--- config.mk ---
export PLATFORM = sky130hd
export DESIGN_NAME = touch_packet_deframer_core
export DESIGN_NICKNAME = d
export VERILOG_FILES = /design/src/sv/tpd_pkg.sv /design/src/sv/touch_packet_deframer_core.sv /design/src/sv/tpd_parser.sv
export SDC_FILE = /design/constraint.sdc
export NUM_CORES = 1
export LEC_CHECK = 0
export ABC_AREA = 1
export BUFFER_PORTS_ARGS = -buffer_cell sky130_fd_sc_hd__buf_2
export CORE_MARGIN = 3
export CORE_UTILIZATION = 50
export DETAILED_ROUTE_END_ITERATION = 6
export PLACE_DENSITY = 0.71
export SETUP_SLACK_MARGIN = 0.1
export SYNTH_ARGS = -nofsm -noshare
export SYNTH_HDL_FRONTEND = slang
export SYNTH_HIERARCHICAL = 1
export SYNTH_SLANG_ARGS = --single-unit
export TNS_END_PERCENT = 5
--- constraint.sdc ---
create_clock -name clk -period 7.6 [get_ports clk]
set_input_delay 0.76 -clock clk [delete_from_list [all_inputs] [get_ports clk]]
set_output_delay 0.76 -clock clk [all_outputs]
set_load 0.03 [all_outputs]
--- src/sv/tpd_pkg.sv ---
`timescale 1ns / 1ps
// ----------------------------------------------------------------------------
// tpd_pkg
// shared types and constants of the touch packet deframer
// ----------------------------------------------------------------------------
package tpd_pkg;

    localparam logic [7:0] HDR_FIRST    = 8'h55;
    localparam logic [7:0] HDR_SECOND   = 8'h54;

    // touch type code, bits 2:1 of the type byte
    localparam logic [1:0] KIND_PRESS   = 2'b01;
    localparam logic [1:0] KIND_RELEASE = 2'b10;

    localparam int COORD_W = 16;

    // one state per packet byte
    typedef enum logic [9:0] {
        ST_HUNT  = 10'b00_0000_0001,
        ST_HDR2  = 10'b00_0000_0010,
        ST_TYPE  = 10'b00_0000_0100,
        ST_XLO   = 10'b00_0000_1000,
        ST_XHI   = 10'b00_0001_0000,
        ST_YLO   = 10'b00_0010_0000,
        ST_YHI   = 10'b00_0100_0000,
        ST_PLO   = 10'b00_1000_0000,
        ST_PHI   = 10'b01_0000_0000,
        ST_FINAL = 10'b10_0000_0000
    } tpd_step_t;

    typedef struct packed {
        logic                 valid;
        logic                 kind;
        logic [COORD_W-1:0]   x_position;
        logic [COORD_W-1:0]   y_position;
        logic [COORD_W-1:0]   pressure;
    } tpd_result_t;

    typedef struct packed {
        tpd_step_t step;
    } tpd_status_t;

endpackage

--- src/sv/touch_packet_deframer_core.sv ---
`timescale 1ns / 1ps
// ----------------------------------------------------------------------------
// touch_packet_deframer_core
// decodes 10-byte touch controller packets into press / release events
// ----------------------------------------------------------------------------
//  channel  | dir | payload                                  | transaction
//  s_axis   | in  | tdata[7:0] rx_byte                       | one received byte
//  m_axis   | out | tdata x/y/pressure, tuser touch_kind     | one touch event
//
//  one byte is taken per cycle, back to back, while s_tready is high
//  an event appears on m_axis in the cycle after the final packet byte is taken
//  reset puts the parser into header hunting with no event pending
//  s_tready drops only while an event is held and m_tready is low
// ----------------------------------------------------------------------------
module touch_packet_deframer_core
(
    input  logic        clk,
    input  logic        rst_n,

    input  logic        s_tvalid,
    output logic        s_tready,
    input  logic [7:0]  s_tdata,    // [7:0] rx_byte

    output logic        m_tvalid,
    input  logic        m_tready,
    output logic [47:0] m_tdata,    // [15:0] x_position, [31:16] y_position, [47:32] pressure
    output logic [0:0]  m_tuser     // [0] touch_kind (0 press, 1 release)
);

    tpd_pkg::tpd_result_t par_result;
    tpd_pkg::tpd_status_t par_status;

    logic        in_accept;
    logic        out_valid_reg, out_valid_next;
    logic [47:0] out_data_reg;
    logic        out_kind_reg;

    // output register parts the two sides; input stalls only on a held event that m_tready does not take
    assign s_tready  = !out_valid_reg || m_tready;
    assign in_accept = s_tvalid && s_tready;

    tpd_parser u_parser
    (
        .clk         (clk),
        .rst_n       (rst_n),
        .byte_accept (in_accept),
        .byte_data   (s_tdata),
        .result      (par_result),
        .status      (par_status)
    );

    // a new event replaces the one being taken in the same cycle
    always_comb
    begin
        if (par_result.valid)
            out_valid_next = 1'b1;
        else if (m_tready)
            out_valid_next = 1'b0;
        else
            out_valid_next = out_valid_reg;
    end

    always_ff @(posedge clk or negedge rst_n)
    begin
        if (!rst_n)
            out_valid_reg <= 1'b0;
        else
            out_valid_reg <= out_valid_next;
    end

    // payload, no reset needed
    always_ff @(posedge clk)
    begin
        if (par_result.valid)
        begin
            out_data_reg <= {par_result.pressure, par_result.y_position,
                             par_result.x_position};
            out_kind_reg <= par_result.kind;
        end
    end

    assign m_tvalid   = out_valid_reg;
    assign m_tdata    = out_data_reg;
    assign m_tuser[0] = out_kind_reg;

`ifndef SYNTH
    // parser state stays one-hot
    a_step_onehot: assert property (@(posedge clk) disable iff (!rst_n)
        $onehot(par_status.step))
        else $error("parser step not one-hot");

    // the trailing byte always returns the parser to hunting
    a_final_to_hunt: assert property (@(posedge clk) disable iff (!rst_n)
        (in_accept && par_status.step == tpd_pkg::ST_FINAL)
        |=> (par_status.step == tpd_pkg::ST_HUNT))
        else $error("parser did not return to hunting after packet end");

    // events come only from an accepted trailing byte
    a_event_source: assert property (@(posedge clk) disable iff (!rst_n)
        par_result.valid |-> (in_accept && par_status.step == tpd_pkg::ST_FINAL))
        else $error("event raised outside packet end");

    // a freshly loaded event is presented on the next cycle
    a_event_loaded: assert property (@(posedge clk) disable iff (!rst_n)
        par_result.valid |=> m_tvalid)
        else $error("decoded event not presented");
`endif

endmodule

--- src/sv/tpd_parser.sv ---
`timescale 1ns / 1ps
// ----------------------------------------------------------------------------
// tpd_parser
// byte-wise packet parser: header match, type, coordinate and pressure capture
// ----------------------------------------------------------------------------
module tpd_parser
(
    input  logic                 clk,
    input  logic                 rst_n,
    input  logic                 byte_accept,
    input  logic [7:0]           byte_data,
    output tpd_pkg::tpd_result_t result,
    output tpd_pkg::tpd_status_t status
);

    tpd_pkg::tpd_step_t                 step_reg, step_next;
    logic [1:0]                         kind_reg, kind_next;
    logic [tpd_pkg::COORD_W-1:0]        x_reg, x_next;
    logic [tpd_pkg::COORD_W-1:0]        y_reg, y_next;
    logic [tpd_pkg::COORD_W-1:0]        p_reg, p_next;

    always_comb
    begin
        step_next = step_reg;
        kind_next = kind_reg;
        x_next    = x_reg;
        y_next    = y_reg;
        p_next    = p_reg;
        result    = '0;
        case (step_reg)
            tpd_pkg::ST_HDR2:
            begin
                step_next = (byte_data == tpd_pkg::HDR_SECOND) ? tpd_pkg::ST_TYPE
                                                                : tpd_pkg::ST_HUNT;
            end
            tpd_pkg::ST_TYPE:
            begin
                kind_next = byte_data[2:1];
                step_next = tpd_pkg::ST_XLO;
            end
            tpd_pkg::ST_XLO:
            begin
                x_next    = {8'h00, byte_data};
                step_next = tpd_pkg::ST_XHI;
            end
            tpd_pkg::ST_XHI:
            begin
                x_next    = {byte_data, x_reg[7:0]};
                step_next = tpd_pkg::ST_YLO;
            end
            tpd_pkg::ST_YLO:
            begin
                y_next    = {8'h00, byte_data};
                step_next = tpd_pkg::ST_YHI;
            end
            tpd_pkg::ST_YHI:
            begin
                y_next    = {byte_data, y_reg[7:0]};
                step_next = tpd_pkg::ST_PLO;
            end
            tpd_pkg::ST_PLO:
            begin
                p_next    = {8'h00, byte_data};
                step_next = tpd_pkg::ST_PHI;
            end
            tpd_pkg::ST_PHI:
            begin
                p_next    = {byte_data, p_reg[7:0]};
                step_next = tpd_pkg::ST_FINAL;
            end
            tpd_pkg::ST_FINAL:
            begin
                // trailing byte ignored, unknown types dropped
                result.valid      = byte_accept && ((kind_reg == tpd_pkg::KIND_PRESS) ||
                                                    (kind_reg == tpd_pkg::KIND_RELEASE));
                result.kind       = (kind_reg == tpd_pkg::KIND_RELEASE);
                result.x_position = x_reg;
                result.y_position = y_reg;
                result.pressure   = p_reg;
                step_next         = tpd_pkg::ST_HUNT;
            end
            default:
            begin
                step_next = (byte_data == tpd_pkg::HDR_FIRST) ? tpd_pkg::ST_HDR2
                                                               : tpd_pkg::ST_HUNT;
            end
        endcase
    end

    always_ff @(posedge clk or negedge rst_n)
    begin
        if (!rst_n)
        begin
            step_reg <= tpd_pkg::ST_HUNT;
            kind_reg <= '0;
            x_reg    <= '0;
            y_reg    <= '0;
            p_reg    <= '0;
        end
        else if (byte_accept)
        begin
            step_reg <= step_next;
            kind_reg <= kind_next;
            x_reg    <= x_next;
            y_reg    <= y_next;
            p_reg    <= p_next;
        end
    end

    assign status.step = step_reg;

endmodule
==> results.json <==
{
  "startpoint_type": "register",
  "synthToLayoutAreaGrowth_pct": 13.5,
  "yosysUniqueCellTypes": 31,
  "cts_tree": "yes",
  "path_cells": "nor2_4, nand2_2, nor2_1, nand2_1, buf_4, nor3_2, buf_4",
  "reg2reg_slack_ps": 5490,
  "dr_total_vias": 3062,
  "max_stage_delay_ps": 450,
  "drt_pass1_iterations": 4,
  "syn_nets": 429,
  "min_to": "u_parser/status[0]",
  "place_ws_ps": 5190,
  "overflow": 0,
  "htreeDepth": 3,
  "rsz0062_at_grt": "false",
  "synth_largest_area_cell": "dfrtp_1",
  "clk_pin_slew_ps": 100,
  "die_x_um": 101,
  "cts_setup_buffers": 0,
  "grtUsageTotal_pct": 18.5,
  "worstPathMaxFanout": 52,
  "worst_slew_pin_slew_ps": 768,
  "cts_resized": 0,
  "synth_flop_cell": "dfrtp_1",
  "critPathCaptureType": "register",
  "arrival_ps": 2150,
  "fin_crit_sh_pct": 27.8,
  "rows": 33,
  "die_y_um": 101,
  "root_buffer": "clkbuf_8",
  "ant_nets": 0,
  "grt_max_degree": 62,
  "setup_tns_ps": 0,
  "synthTopCellsByArea": "dfrtp_1, edfxtp_1, inv_1",
  "max_slew_margin_pct": 48.8,
  "critical_path.slowest_cell": "dfrtp_1",
  "cap_violations": 0,
  "synth.avg_cell_area_um2": 10.8,
  "r2r_end": "m_tdata[17]",
  "peakVddDrop_v": 0.0000872,
  "synth_cells": 416,
  "r2r-start": "u_parser/status[5]",
  "cts_buffers": 9,
  "post_route_cells_drive_above_1_share_pct": 22.9,
  "grt_pass1_wl_um": 14400,
  "drt-total-wl_um": 8940,
  "yosysWarnings": 6,
  "final_core_util_pct": 60.2,
  "placed_cell_area_um2": 4910,
  "min-delay-start": "u_parser/status[0]",
  "final_area_um2": 5090,
  "leakagePower_nw": 2.28,
  "finalPower_mw": 1.03,
  "viasPerCell": 5.15,
  "ff2ff_path_depth": 7,
  "slew_viol_final": 0,
  "ios": 63,
  "synthArstFlopShare_pct": 55.5,
  "antenna_found_initial": 0,
  "wire_per_inst_um": 15.1,
  "final_nets": 497,
  "die_area_um2": 10100,
  "clockBufferDepth": 2,
  "synth.top_cell.area_share_pct": 33.5,
  "status": "completed",
  "p_per_area_nw_per_um2": 203,
  "fillers": 692,
  "largest_reg_flops": 48,
  "clk_latency_ps": 370,
  "grt_pass1_vias": 2918,
  "synth_area_um2": 4490,
  "synth-seq-area-share_pct": 66.8,
  "port_buffers": 62,
  "fin_crit_ps": 2110,
  "coreArea_um2": 8460,
  "fin_ws_ps": 5490,
  "start_util_pct": 53.0,
  "antennaDiodeCount": 0,
  "max_freq_ghz": 0.474,
  "remaining_drc_errors": 0,
  "path_class": "register to register",
  "hold_depth": 2,
  "path_common_cell": "buf_4",
  "worstPathRequired_ps": 7640,
  "dp_hpwl_um": 5780,
  "setup_viol": 0,
  "hold_buffers": 0,
  "finClkSkew_ps": 8.08,
  "synth_seq_cells": 110,
  "gp_congestion": 0.949,
  "synth-edff-count": 49,
  "drt-initial-drc-count": 161,
  "hold_class": "register to register",
  "hold_viol_final": 0,
  "cts.sinks": 110
}
synth_stat cells (2+ instances only):
master    count
nand2_1      50
nand4_2       2
nor3_1        7
inv_1        74
nor2_4        3
nor2_2        2
buf_6         2
nor2_1       68
nand2_4       2
dfrtp_1      60
o31ai_1       7
nand3_1      14
o21ai_2       8
o22ai_1      25
o21ai_0      17
nand4_1       3
nand2_2       3
inv_2         2
edfxtp_1     49
buf_2         7
how the worst max path moves through the flow:
| stage | startpoint | end | depth (start not counted) |
|---|---|---|---|
| 2_1_floorplan | m_tready | m_tdata[0] | 5 |
| 5_1_grt | u_parser/status[1] | m_tdata[3] | 7 |
| 3_5_place_dp | m_tready | m_tdata[17] | 7 |
| 6_report | u_parser/status[5] | m_tdata[17] | 7 |
| 4_1_cts | u_parser/status[5] | m_tdata[17] | 7 |
| 3_3_place_gp | m_tready | m_tdata[16] | 7 |
cells in the final DEF (no fill, tap or decap), types with 3 or more instances in the layout:
cell type  count
inv_1         74
nor2_1        68
buf_2         62
dfrtp_1       60
nand2_1       50
edfxtp_1      49
o22ai_1       25
o21ai_0       17
nand3_1       14
clkbuf_8      10
o21ai_2        8
o31ai_1        7
nor3_1         6
buf_4          5
nor2_4         3
nand2_2        3
nand4_1        3
metal layers:
metal | vias up | global-route usage [%] | routed length (µm)
li1 | 1496 | - | -
met1 | 1446 | 24.8 | 4040
met2 | 109 | 29.6 | 4230
met3 | 11 | 3.81 | 512
met4 | 0 | 7.88 | 165
met5 | - | 0 | 0
through the flow:
stage / hold slack, ps / cells
6_report: 481 / 594
5_1_grt: 517 / 594
4_1_cts: 485 / 594
3_5_place_dp: 467 / 578
3_3_place_gp: 468 / 578
2_1_floorplan: 452 / 416
where the power goes:
part	internal, mW	total, mW	switching [mW]	leakage [nW]
clock network	0.131	0.329	0.199	0.0942
logic	0.0179	0.0587	0.0407	0.956
registers	0.639	0.647	0.00757	1.23
total	0.788	1.03	0.247	2.28
cells by family after synthesis:
group | share of synthesized area, %
buffers and inverters | 7.72
flip-flops | 66.8
AND/OR/NAND/NOR | 16.0
AO/OA/AOI/OAI | 9.17
adder cells (fa/ha/maj) | 0.279
worst max-delay path, delay by kind of cell (launching register included):
family        cells  cell delay (ps)
buf+inv           2              650
flops             1              450
simple gates      5              670
cell type report:
class	count	area, µm²	share of cell area (%)
sequential	110	3000	58.9
tap	105	131	2.58
inverter	76	285	5.60
timing repair buffer	67	348	6.83
multi-input combinational	220	1150	22.5
clock inverter	6	46.3	0.909
clock buffer	10	138	2.70
Note: power is estimated with default switching activity, not from simulation.
